===== src/design/indexed_deque_list_engine_top_assert.svh =====
// assertion macros for the deque list engine, used by idl_seq
// depends on nothing; included by idl_seq, which checks its own logic
`ifndef INDEXED_DEQUE_LIST_ENGINE_TOP_ASSERT_SVH
`define INDEXED_DEQUE_LIST_ENGINE_TOP_ASSERT_SVH

// property holds on every clock edge outside reset
`define IDL_ASSERT_CLK(label, prop, msg) \
    label: assert property (@(posedge i_clk) disable iff (!i_rst_n) (prop)) \
        else $error(msg);

// implication checked on the next edge
`define IDL_ASSERT_NEXT(label, ante, cons, msg) \
    label: assert property (@(posedge i_clk) disable iff (!i_rst_n) (ante) |=> (cons)) \
        else $error(msg);

`endif


===== src/design/idl_pkg.sv =====
// package for the indexed deque list engine
// shared op and status codes; no dependencies
`timescale 1ns / 1ps
package idl_pkg;
    typedef enum logic [2:0] {
        OP_PUSH_FRONT = 3'd0,
        OP_PUSH_BACK  = 3'd1,
        OP_POP_FRONT  = 3'd2,
        OP_POP_BACK   = 3'd3,
        OP_INSERT_AT  = 3'd4,
        OP_REMOVE_AT  = 3'd5,
        OP_READ_AT    = 3'd6,
        OP_FIND       = 3'd7
    } t_op;

    typedef enum logic [2:0] {
        ST_OK       = 3'd0,
        ST_EMPTY    = 3'd1,
        ST_FULL     = 3'd2,
        ST_RANGE    = 3'd3,
        ST_NOTFOUND = 3'd4
    } t_status;

    localparam int OP_W = 3;
    localparam int IN_VALUE_W = 32;
    localparam int POS_IN_W = 5;
    localparam int POS_OUT_W = 4;
    localparam int STATUS_W = 3;
    localparam int COUNT_OUT_W = 5;
endpackage


===== src/design/idl_store.sv =====
// link and value store of the deque list engine: one write port, registered reads
// depends on idl_pkg; next links get a clearing sweep after reset
`timescale 1ns / 1ps
module idl_store
    import idl_pkg::*;
#(
    parameter int CAPACITY = 16,
    parameter int VALUE_WIDTH = 32
) (
    input  logic                        i_clk,
    input  logic                        i_rst_n,
    input  logic [$clog2(CAPACITY)-1:0] i_rd_addr,
    output logic [VALUE_WIDTH-1:0]      o_rd_value,
    output logic [$clog2(CAPACITY)-1:0] o_rd_next,
    output logic [$clog2(CAPACITY)-1:0] o_rd_prev,
    input  logic                        i_wr_val_en,
    input  logic                        i_wr_next_en,
    input  logic                        i_wr_prev_en,
    input  logic [$clog2(CAPACITY)-1:0] i_wr_addr,
    input  logic [VALUE_WIDTH-1:0]      i_wr_value,
    input  logic [$clog2(CAPACITY)-1:0] i_wr_link,
    output logic                        o_init_done
);
    localparam int AW = $clog2(CAPACITY);
    localparam int LAST = CAPACITY - 1;

    logic [VALUE_WIDTH-1:0] r_values [CAPACITY];
    logic [AW-1:0]          r_next   [CAPACITY];
    logic [AW-1:0]          r_prev   [CAPACITY];
    logic [AW-1:0]          r_clr_addr;
    logic                   r_init_done;
    logic [AW-1:0]          w_clr_link;

    // entry k links to k+1, the last wraps to zero
    assign w_clr_link = (r_clr_addr == AW'(LAST)) ? '0 : r_clr_addr + AW'(1);

    always_ff @(posedge i_clk) begin
        if (!i_rst_n) begin
            r_clr_addr  <= '0;
            r_init_done <= 1'b0;
        end else if (!r_init_done) begin
            r_clr_addr <= w_clr_link;
            if (r_clr_addr == AW'(LAST)) begin
                r_init_done <= 1'b1;
            end
        end
    end

    always_ff @(posedge i_clk) begin
        if (!r_init_done) begin
            r_next[r_clr_addr] <= w_clr_link;
        end else if (i_wr_next_en) begin
            r_next[i_wr_addr] <= i_wr_link;
        end
        if (i_wr_val_en) begin
            r_values[i_wr_addr] <= i_wr_value;
        end
        if (i_wr_prev_en) begin
            r_prev[i_wr_addr] <= i_wr_link;
        end
        o_rd_value <= r_values[i_rd_addr];
        o_rd_next  <= r_next[i_rd_addr];
        o_rd_prev  <= r_prev[i_rd_addr];
    end

    assign o_init_done = r_init_done;
endmodule


===== src/design/idl_seq.sv =====
// sequencer of the deque list engine: walks links one at a time and relinks
// depends on idl_pkg, idl_store and the assertion macro header
`timescale 1ns / 1ps
`include "indexed_deque_list_engine_top_assert.svh"
module idl_seq
    import idl_pkg::*;
#(
    parameter int CAPACITY = 16,
    parameter int VALUE_WIDTH = 32
) (
    input  logic                   i_clk,
    input  logic                   i_rst_n,
    input  logic                   i_start,
    input  t_op                    i_op,
    input  logic [VALUE_WIDTH-1:0] i_value,
    input  logic [POS_IN_W-1:0]    i_pos,
    output logic                   o_ready,
    output logic                   o_done,
    output logic [VALUE_WIDTH-1:0] o_value,
    output logic [POS_OUT_W-1:0]   o_pos,
    output t_status                o_status,
    output logic [COUNT_OUT_W-1:0] o_count
);
    localparam int AW = $clog2(CAPACITY);
    localparam int CW = $clog2(CAPACITY + 1);

    typedef enum logic [3:0] {
        S_INIT, S_IDLE, S_CHECK, S_WALK_RD, S_WALK_WAIT, S_WALK,
        S_INS_PRED_WAIT, S_INS_LINK, S_REM_WAIT, S_REM_LINK, S_REM_FREE, S_DONE
    } t_state;

    t_state                 r_state;
    t_op                    r_op;
    logic [VALUE_WIDTH-1:0] r_value;
    logic [CW-1:0]          r_pos;
    logic [CW-1:0]          r_k;
    logic [AW-1:0]          r_cur;
    logic [AW-1:0]          r_new;
    logic [AW-1:0]          r_pred;
    logic [AW-1:0]          r_succ;
    logic [1:0]             r_step;
    logic [AW-1:0]          r_front, r_back, r_free;
    logic [CW-1:0]          r_count;
    logic [VALUE_WIDTH-1:0] r_out_value;
    logic [POS_OUT_W-1:0]   r_out_pos;
    t_status                r_out_status;
    logic                   r_done;

    logic [AW-1:0]          s_rd_addr, s_wr_addr, s_wr_link;
    logic                   s_wr_val, s_wr_next, s_wr_prev;
    logic [VALUE_WIDTH-1:0] w_rd_value;
    logic [AW-1:0]          w_rd_next, w_rd_prev;
    logic                   w_init_done;
    logic                   w_ins, w_full, w_empty;
    logic [CW-1:0]          w_pos_in;

    idl_store #(.CAPACITY(CAPACITY), .VALUE_WIDTH(VALUE_WIDTH)) u_store (
        .i_clk(i_clk), .i_rst_n(i_rst_n), .i_rd_addr(s_rd_addr),
        .o_rd_value(w_rd_value), .o_rd_next(w_rd_next), .o_rd_prev(w_rd_prev),
        .i_wr_val_en(s_wr_val), .i_wr_next_en(s_wr_next), .i_wr_prev_en(s_wr_prev),
        .i_wr_addr(s_wr_addr), .i_wr_value(r_value), .i_wr_link(s_wr_link),
        .o_init_done(w_init_done)
    );

    assign w_ins   = (r_op == OP_PUSH_FRONT) || (r_op == OP_PUSH_BACK) ||
                     (r_op == OP_INSERT_AT);
    assign w_full  = (r_count == CW'(CAPACITY));
    assign w_empty = (r_count == '0);
    assign w_pos_in = (CW > POS_IN_W) ? CW'(i_pos) : CW'(i_pos);

    // store port usage per state
    always_comb begin
        s_rd_addr = r_cur;
        s_wr_addr = r_cur;
        s_wr_link = r_cur;
        s_wr_val  = 1'b0;
        s_wr_next = 1'b0;
        s_wr_prev = 1'b0;
        unique case (r_state)
            S_CHECK: s_rd_addr = r_free;
            S_INS_LINK: begin
                // four link writes, one per step, with the value write in the first step
                unique case (r_step)
                    2'd0: begin
                        s_wr_addr = r_new; s_wr_val = 1'b1;
                        s_wr_next = 1'b1; s_wr_link = w_empty ? r_new : r_succ;
                    end
                    2'd1: begin
                        s_wr_addr = r_new; s_wr_prev = 1'b1;
                        s_wr_link = w_empty ? r_new : r_pred;
                    end
                    2'd2: begin
                        s_wr_addr = r_pred; s_wr_next = !w_empty; s_wr_link = r_new;
                    end
                    default: begin
                        s_wr_addr = r_succ; s_wr_prev = !w_empty; s_wr_link = r_new;
                    end
                endcase
            end
            S_REM_LINK: begin
                if (r_step == 2'd0) begin
                    s_wr_addr = r_pred; s_wr_next = 1'b1; s_wr_link = r_succ;
                end else begin
                    s_wr_addr = r_succ; s_wr_prev = 1'b1; s_wr_link = r_pred;
                end
            end
            S_REM_FREE: begin
                s_wr_addr = r_cur; s_wr_next = 1'b1; s_wr_link = r_free;
            end
            default: ;
        endcase
    end

    always_ff @(posedge i_clk) begin
        if (!i_rst_n) begin
            r_state      <= S_INIT;
            r_front      <= '0;
            r_back       <= '0;
            r_free       <= '0;
            r_count      <= '0;
            r_done       <= 1'b0;
            r_step       <= '0;
            r_k          <= '0;
            r_out_status <= ST_OK;
        end else begin
            r_done <= 1'b0;
            unique case (r_state)
                S_INIT: if (w_init_done) r_state <= S_IDLE;
                S_IDLE: begin
                    if (i_start) begin
                        r_op    <= i_op;
                        r_value <= i_value;
                        r_pos   <= w_pos_in;
                        r_state <= S_CHECK;
                    end
                end
                S_CHECK: begin
                    r_out_value  <= '0;
                    r_out_pos    <= '0;
                    r_out_status <= ST_OK;
                    r_k          <= '0;
                    r_cur        <= r_front;
                    r_step       <= '0;
                    r_new        <= r_free;
                    unique case (r_op)
                        OP_PUSH_FRONT, OP_PUSH_BACK, OP_INSERT_AT: begin
                            if (w_full) begin
                                r_out_status <= ST_FULL; r_state <= S_DONE;
                            end else if (r_op == OP_INSERT_AT && r_pos > r_count) begin
                                r_out_status <= ST_RANGE; r_state <= S_DONE;
                            end else begin
                                if (r_op == OP_PUSH_FRONT) r_pos <= '0;
                                if (r_op == OP_PUSH_BACK) r_pos <= r_count;
                                r_state <= S_WALK_RD;
                            end
                        end
                        OP_POP_FRONT, OP_POP_BACK: begin
                            if (w_empty) begin
                                r_out_status <= ST_EMPTY; r_state <= S_DONE;
                            end else begin
                                r_pos   <= (r_op == OP_POP_FRONT) ? '0 : r_count - CW'(1);
                                r_state <= S_WALK_RD;
                            end
                        end
                        OP_REMOVE_AT, OP_READ_AT: begin
                            if (w_empty) begin
                                r_out_status <= ST_EMPTY; r_state <= S_DONE;
                            end else if (r_pos >= r_count) begin
                                r_out_status <= ST_RANGE; r_state <= S_DONE;
                            end else begin
                                r_state <= S_WALK_RD;
                            end
                        end
                        default: begin
                            if (w_empty) begin
                                r_out_status <= ST_EMPTY; r_state <= S_DONE;
                            end else begin
                                r_pos   <= r_count;
                                r_state <= S_WALK_RD;
                            end
                        end
                    endcase
                end
                S_WALK_RD: begin
                    // free chain head read in S_CHECK arrives now
                    if (w_ins) r_free <= w_rd_next;
                    r_state <= S_WALK_WAIT;
                end
                S_WALK_WAIT: r_state <= S_WALK;
                S_WALK: begin
                    // r_cur data is on the read port; one link per pass
                    if (r_op == OP_FIND && w_rd_value == r_value) begin
                        r_out_pos <= POS_OUT_W'(r_k);
                        r_state   <= S_DONE;
                    end else if (r_op == OP_FIND && r_k + CW'(1) == r_pos) begin
                        r_out_status <= ST_NOTFOUND;
                        r_state      <= S_DONE;
                    end else if (r_op != OP_FIND && (r_k == r_pos ||
                                 (w_ins && r_pos == r_count))) begin
                        r_succ <= r_cur;
                        r_pred <= w_rd_prev;
                        if (w_ins) begin
                            r_state <= S_INS_LINK;
                        end else begin
                            r_out_value <= (r_op == OP_READ_AT) ? '0 : w_rd_value;
                            if (r_op == OP_READ_AT) r_out_value <= w_rd_value;
                            r_succ  <= w_rd_next;
                            r_state <= (r_op == OP_READ_AT) ? S_DONE :
                                       (r_count == CW'(1)) ? S_REM_FREE : S_REM_LINK;
                        end
                    end else begin
                        r_k     <= r_k + CW'(1);
                        r_cur   <= w_rd_next;
                        r_state <= S_WALK_WAIT;
                    end
                end
                S_INS_LINK: begin
                    r_step <= r_step + 2'd1;
                    if (r_step == 2'd3) begin
                        if (w_empty) begin
                            r_front <= r_new;
                            r_back  <= r_new;
                        end else begin
                            if (r_pos == '0) r_front <= r_new;
                            if (r_pos == r_count) r_back <= r_new;
                        end
                        r_count <= r_count + CW'(1);
                        r_state <= S_DONE;
                    end
                end
                S_REM_LINK: begin
                    r_step <= r_step + 2'd1;
                    if (r_step == 2'd1) begin
                        if (r_pos == '0) r_front <= r_succ;
                        if (r_pos + CW'(1) == r_count) r_back <= r_pred;
                        r_state <= S_REM_FREE;
                    end
                end
                S_REM_FREE: begin
                    r_free  <= r_cur;
                    r_count <= r_count - CW'(1);
                    r_state <= S_DONE;
                end
                S_REM_WAIT: r_state <= S_DONE;
                S_DONE: begin
                    r_done  <= 1'b1;
                    r_state <= S_IDLE;
                end
                default: r_state <= S_IDLE;
            endcase
        end
    end

    assign o_ready  = (r_state == S_IDLE);
    assign o_done   = r_done;
    assign o_value  = r_out_value;
    assign o_pos    = r_out_pos;
    assign o_status = r_out_status;
    assign o_count  = COUNT_OUT_W'(r_count);

    `IDL_ASSERT_CLK(a_count_range, r_count <= CW'(CAPACITY), "count beyond capacity")
    `IDL_ASSERT_NEXT(a_start_leaves_idle, r_state == S_IDLE && i_start,
        r_state == S_CHECK, "accepted item did not start")
    `IDL_ASSERT_NEXT(a_done_pulse, r_done, !r_done, "done held for two cycles")
    `IDL_ASSERT_CLK(a_walk_bound, r_k <= CW'(CAPACITY), "walk ran past capacity")
endmodule


===== src/design/indexed_deque_list_engine_top.sv =====
// Indexed deque list engine: a list of up to CAPACITY values kept as a
// circular doubly linked store with a free chain. After reset a sweep sets
// up the free chain before the first item is taken. One item at a time.
// An item is checked and then reaches the front entry; indexed requests
// and find then walk one link at a time (up to the list length), as each
// link read goes through the registered store read. An insert writes its
// value and links through the single store write port; a remove relinks
// its neighbours, when any remain, and frees its entry. The result goes
// through the done state to the output register; a request refused by its
// checks skips the walk. A result waits in the output register; the next
// item is taken once it has been delivered.
// depends on idl_pkg and idl_seq
`timescale 1ns / 1ps
module indexed_deque_list_engine_top
    import idl_pkg::*;
#(
    parameter int CAPACITY = 16,
    parameter int VALUE_WIDTH = 32
) (
    input  logic        i_clk,
    input  logic        i_rst_n,
    input  logic        s_axis_tvalid,
    output logic        s_axis_tready,
    input  logic [47:0] s_axis_tdata,   // operation[2:0], item_value[34:3], position_in[39:35]
    output logic        m_axis_tvalid,
    input  logic        m_axis_tready,
    output logic [47:0] m_axis_tdata    // value_out[31:0], position_out[35:32], status[38:36],
                                        // entry_count[43:39]
);
    logic                   w_ready, w_done;
    logic [VALUE_WIDTH-1:0] w_value;
    logic [POS_OUT_W-1:0]   w_pos;
    t_status                w_status;
    logic [COUNT_OUT_W-1:0] w_count;
    logic                   r_out_valid;
    logic [47:0]            r_out_data;
    logic [IN_VALUE_W-1:0]  w_in_value;
    logic [63:0]            w_value_ext;

    assign w_in_value  = s_axis_tdata[34:3];
    assign w_value_ext = 64'(w_value);

    idl_seq #(.CAPACITY(CAPACITY), .VALUE_WIDTH(VALUE_WIDTH)) u_seq (
        .i_clk(i_clk), .i_rst_n(i_rst_n),
        .i_start(s_axis_tvalid && s_axis_tready),
        .i_op(t_op'(s_axis_tdata[2:0])),
        .i_value(VALUE_WIDTH'(64'(w_in_value))),
        .i_pos(s_axis_tdata[39:35]),
        .o_ready(w_ready), .o_done(w_done), .o_value(w_value), .o_pos(w_pos),
        .o_status(w_status), .o_count(w_count)
    );

    // the result of the last item must reach the output register first
    assign s_axis_tready = w_ready && !r_out_valid && !w_done;

    always_ff @(posedge i_clk) begin
        if (!i_rst_n) begin
            r_out_valid <= 1'b0;
        end else if (w_done) begin
            r_out_valid <= 1'b1;
        end else if (m_axis_tready) begin
            r_out_valid <= 1'b0;
        end
        if (w_done) begin
            r_out_data <= {4'd0, w_count, w_status, w_pos, w_value_ext[31:0]};
        end
    end

    assign m_axis_tvalid = r_out_valid;
    assign m_axis_tdata  = r_out_data;
endmodule

===== config.mk =====
export PLATFORM = sky130hd
export DESIGN_NAME = indexed_deque_list_engine_top
export DESIGN_NICKNAME = d
export VERILOG_FILES = /design/src/design/idl_pkg.sv /design/src/design/idl_store.sv /design/src/design/idl_seq.sv /design/src/design/indexed_deque_list_engine_top.sv
export VERILOG_INCLUDE_DIRS = /design/src /design/src/design
export SDC_FILE = /design/constraint.sdc
export NUM_CORES = 1
export LEC_CHECK = 0
export ABC_AREA = 1
export BUFFER_PORTS_ARGS = -buffer_cell sky130_fd_sc_hd__buf_2
export CAP_MARGIN = 40
export CORE_MARGIN = 2
export CORE_UTILIZATION = 45
export CTS_CLUSTER_SIZE = 16
export DETAILED_ROUTE_END_ITERATION = 7
export GPL_TIMING_DRIVEN = 0
export SYNTH_ARGS = -nofsm -noshare
export SYNTH_HDL_FRONTEND = slang
export SYNTH_HIERARCHICAL = 1
export SYNTH_SLANG_ARGS = --single-unit
export TNS_END_PERCENT = 50

===== constraint.sdc =====
create_clock -name i_clk -period 7.74 [get_ports i_clk]
set_input_delay 0.387 -clock i_clk [delete_from_list [all_inputs] [get_ports i_clk]]
set_output_delay 0.387 -clock i_clk [all_outputs]
set_load 0.01 [all_outputs]

Yosys cells after proc, flatten, opt, wreduce, memory -nomap -nowiden
Memories as Yosys holds them, arrays and structs flattened. A register that Yosys moved wholly into a read port is not among the register bits.
Index checks and enable logic that the tools add are counted.
- output and inout bits: 50
- bits in writable memories: 640
- register bits: 170
- memories: 3
- muxes and demuxes: 96
- bitwise gates (word level): 2
- magnitude comparators: 2
- equal/unequal tests: 48
- reduce and logical (&&, ||, !) cells: 47
- add/sub/neg operators: 5
- memories (memory ; depth ; bits a word ; rd ports ; clocked after memory_dff ; wr ports ; RTL line ; source):
    u_seq.u_store.r_values ; 16 ; 32 ; 1 ; 1 ; 1 ; idl_store.sv:27 ; logic [VALUE_WIDTH-1:0] r_values [CAPACITY];
    u_seq.u_store.r_next ; 16 ; 4 ; 1 ; 1 ; 1 ; idl_store.sv:28 ; logic [AW-1:0] r_next [CAPACITY];
    u_seq.u_store.r_prev ; 16 ; 4 ; 1 ; 1 ; 1 ; idl_store.sv:29 ; logic [AW-1:0] r_prev [CAPACITY];
- operator list (cell ; count):
    $mux 4 ; 33
    $mux 32 ; 4
    $pmux 32 s2 ; 1
    $pmux 4 s2 ; 8
    $mux 5 ; 12
    $pmux 4 s9 ; 1
    $eq 32x32->1 ; 1
    $pmux 5 s2 ; 3
    $eq 4x4->1 const B ; 5
    $mux 1 ; 18
    $ne 2x1->1 const B ; 8
    $eq 5x5->1 ; 3
    $ne 3x3->1 const B ; 5
    $pmux 5 s3 ; 1
    $reduce_and 5->1 ; 3
    $reduce_bool 2->1 ; 7
    $eq 3x3->1 const B ; 4
    $eq 4x3->1 const B ; 3
    $mux 3 ; 4
    $ne 2x2->1 const B ; 6
    $pmux 3 s2 ; 2
    $pmux 4 s3 ; 1
    $reduce_or 2->1 ; 6
    $add 5x1->5 const B ; 2
    34 further kinds ; 59

Logic depth before layout (Yosys ltp)
- word-level depth: 10
- mapped depth: 17
- mapped depth without buffers: 15

Modules after synthesis
The synthesis kept the hierarchy.
- modules (own cells, without submodules) (module ; times used ; seq. area each (um^2) ; area an instance (um^2) ; cells each):
    idl_store ; 1 ; 20119.3 ; 29066.6 ; 2764
    idl_seq ; 1 ; 3323.2 ; 6266.0 ; 707
    indexed_deque_list_engine_top ; 1 ; 1341.3 ; 1416.4 ; 60

Least setup slack after synthesis
OpenSTA, ideal clock, no wires.
- path type: register to register
- from: register u_seq.r_state[0]
- to: memory u_seq.u_store.r_values[7][0] (enable)
- stages on the path, launching flop included: 15
- buffers on the path: 0
- clock period less this slack: 4.721 ns
- slack: 3.019 ns
- data arrival time: 4.260 ns
- required time: 7.279 ns
- cells stage by stage: dfxtp_1 -> nand2_1 -> nor2_4 -> inv_2 -> nor2_4 -> inv_2 -> nand2_2 -> nand2_1 -> nand2_1 -> nand2_1 -> a32oi_1 -> inv_1 -> nor2_1 -> inv_1 -> nor3_1
- elaborated cells between the ends (all ways): 6
- those cells by class: eq/ne (2); mux (4)
- RTL lines (what ; RTL line ; source):
    start, declared ; idl_seq.sv:32 ; t_state r_state;
    start signal, assigned ; idl_seq.sv:208 ; r_state <= (r_op == OP_READ_AT) ? S_DONE :
    $eq 4x4->1 / $eq 4x3->1 (equally long branches) ; - ;
    $pmux 4 s2 * ; idl_seq.sv:79 ; unique case (r_state)
    net u_seq.s_wr_addr[2] ; idl_seq.sv:49 ; logic [AW-1:0] s_rd_addr, s_wr_addr, s_wr_link;
    end, declared ; idl_store.sv:27 ;
Mark *: on every way through the listed nets, which the timed path passes. The rest lies on a longest branch.

Worst setup path after layout
- from: register u_seq.r_state[0]
- to: memory u_seq.u_store.r_values[7][10] (enable)
Same word-level chain as after synthesis.

==> results_dict.tcl <==
set metrics [dict create \
    yosysWarnings 6 \
    slowest_delay_ns 0.71 \
    fin_skew_ns 0.02978 \
    cts.sinks 850 \
    globalplace.congestion 0.9094 \
    die_h_um 289.8 \
    status "complete, no violations" \
    required_ns 8.09 \
    worstPathCellList "nand2_1, nor2_4, inv_2, nor2_4, inv_2, nand2_2, nand2_1, nand2_1, nand2_1, a32oi_1, inv_1, nor2_1, inv_1, nor3_2, buf_6, buf_4, buf_6" \
    hpwl_um 68630 \
    total_power_w 0.009567 \
    setup_viol 0 \
    yosysUniqueCellTypes 48 \
    finalMaxSlewViolations 0 \
    rsz0062_at_grt "false" \
    synth_cells 3531 \
    fmax_mhz 230.3 \
    crit_fanout 9 \
    dpl_worst_slack_ns 3.466 \
    syn_area_um2 36750 \
    tightest_slew_ns 0.9215 \
    grt_pass1_vias 23910 \
    grt_max_degree 47 \
    p_leak_nw 18.10 \
    fin_crit_sh_pct 56.09 \
    hold_path_class "in2reg" \
    via_count 25560 \
    ys_seq_area_share_pct 67.44 \
    drt-vias-per-instance 5.162 \
    setup_ws_ns 3.398 \
    cts_buffers 93 \
    critPathArrivalTime_ns 4.70 \
    rows 104 \
    grt-ovfl-total 0 \
    n_antenna_cell 0 \
    cts_tree "yes" \
    dieArea_um2 83970 \
    clock_path_buffers 3 \
    cp-start-kind "flip-flop" \
    maxCapViolCount 0 \
    hold_buffers 36 \
    fin_nets 3880 \
    routed_wl_um 103100 \
    cp-end-kind "flip-flop" \
    slew_headroom_pct 38.23 \
    crit_path_top_delay_cell "nor3_2" \
    drcViolationCount 0 \
    synth_async_sr_flop_share_pct 0 \
    syn_to_final_growth_pct 16.92 \
    die_w_um 289.8 \
    fin_crit_ns 4.342 \
    hold_violations 0 \
    crit_type "reg2reg" \
    layout_common_cells "1021 x nand2_1, 776 x edfxtp_1, 605 x inv_1" \
    synth_seq_cells 850 \
    post_cts_resized 0 \
    synth_edf_count 776 \
    wire_per_inst_um 20.83 \
    cts_root_buf "clkbuf_16" \
    drive_above_1_share_pct 11.97 \
    dr.pass1.iters 5 \
    port_buffers 89 \
    coreArea_um2 80680 \
    insertion_delay_ns 0.65 \
    cts_setup_buffers 0 \
    htree_num_levels 3 \
    start_util_pct 45.55 \
    drt_iter0_markers 2568 \
    final_common_cell "nand2_1" \
    crit_path_frequent_cell "nand2_1" \
    powerDensity_nw_per_um2 222.7 \
    antenna_found_initial 3 \
    synth_ff_type "edfxtp_1" \
    ios 102 \
    ir_drop_mv 0.1715 \
    ant_nets 0 \
    clk_pin_slew_ns 0.06 \
    track_usage_pct 24.54 \
    syn_avg_cell_area_um2 10.41 \
    grt_pass1_wl_um 150100 \
]
[synthesized netlist by cell type (7+ instances only)]
cell type | instances | area, um^2
nand2_1 | 1021 | 3832
clkbuf_1 | 35 | 131.4
buf_4 | 17 | 127.6
dfxtp_1 | 74 | 1481
edfxtp_1 | 776 | 23300
buf_6 | 35 | 394.1
nor2_1 | 134 | 503.0
inv_2 | 7 | 26.28
buf_2 | 55 | 275.3
xnor2_1 | 24 | 210.2
nor3_1 | 17 | 85.08
a21oi_1 | 38 | 190.2
nand4_1 | 12 | 75.07
xor2_1 | 17 | 148.9
inv_1 | 605 | 2271
ha_1 | 15 | 187.7
nand2_2 | 9 | 56.30
buf_1 | 13 | 48.80
a31oi_1 | 10 | 62.56
nand3_1 | 518 | 2592
o21ai_0 | 27 | 135.1
[sequential cells by signal, indices dropped and copies added, names as in the netlist, 5 cells and up]
| signal | flops |
|---|---|
| u_seq/r_value | 32 |
| u_seq/o_count | 5 |
| u_seq/u_store/r_prev | 64 |
| u_seq/u_store/r_values | 512 |
| u_seq/u_store/r_next | 64 |
| u_seq/o_value | 32 |
| u_seq/r_pos | 5 |
| u_seq/u_store/o_rd_value | 32 |
| u_seq/r_k | 5 |
| m_axis_tdata | 44 |
[kinds of logic (layout without fill, tap and decap cells)]
| logic type | after synthesis | after routing | share of synthesized area, % |
|---|---|---|---|
| adder cells (fa/ha/maj) | 15 | 15 | 0.5107 |
| AND/OR/NAND/NOR | 1735 | 1735 | 20.06 |
| buffers and inverters | 773 | 1131 | 9.029 |
| AO/OA/AOI/OAI | 116 | 116 | 1.971 |
| other | 1 | 4 | 0.01020 |
| XOR/XNOR | 41 | 41 | 0.9771 |
| flip-flops | 850 | 850 | 67.44 |
[final cells by class]
cell class / count / area, um^2
fillers: 7112 / 37710
clock buffers: 122 / 2551
clock inverters: 52 / 594.3
multi-input cells: 1911 / 8807
well taps: 1060 / 1326
inverters: 617 / 2326
plain buffers: 156 / 992.2
repair buffers: 184 / 1583
flip-flops and latches: 850 / 24790
[through the flow]
step	utilization, %	instance area (um^2)	hold slack (ns)	cells	TNS (ns)
2_1_floorplan	-	36760	0.3855	3534	0
3_3_place_gp	47.76	38530	0.3914	4683	-49.45
3_5_place_dp	48.89	39440	0.3895	4740	0
4_1_cts	53.24	42950	0.02820	4950	0
5_1_grt	53.26	42970	0.06153	4952	0
6_report	53.26	42970	0.05435	4952	0
[where the power goes]
part	internal, W	switching (W)	leakage (nW)	total (W)
registers	0.00496	0.00000394	7.69	0.00496
clock network	0.00273	0.00180	1.54	0.00453
logic	0.0000316	0.0000442	8.88	0.0000759
[critical path: cells and delay by family, from the launching register on]
family                 cells  cell delay [ns]
DFF                        1             0.45
buffers and inverters      7             1.05
and+or+nand+nor            9             1.89
AOI/OAI and AO/OA          1             0.65
[worst paths after layout]
path                                    from                            end  slack [ns]  depth (start not counted)
hold reg to reg   u_seq/u_store/o_rd_prev[3]                u_seq/r_pred[3]        0.40                          0
setup reg to reg            u_seq/r_state[0]  u_seq/u_store/r_values[7][10]        3.40                         17
setup / recovery            u_seq/r_state[0]  u_seq/u_store/r_values[7][10]        3.40                         17
hold / removal              s_axis_tdata[35]                 u_seq/r_pos[0]        0.05                          3
[routing by layer]
| layer | vias to the layer above | wire [um] | global-route usage, % |
|---|---|---|---|
| met1 | 12310 | 43310 | 33.33 |
| met3 | 160 | 8198 | 3.768 |
| met5 | - | 0 | 0 |
| met2 | 1010 | 49240 | 40.96 |
| li1 | 12080 | - | - |
| met4 | 0 | 2383 | 7.115 |
Power figures use the tool's default switching activity.
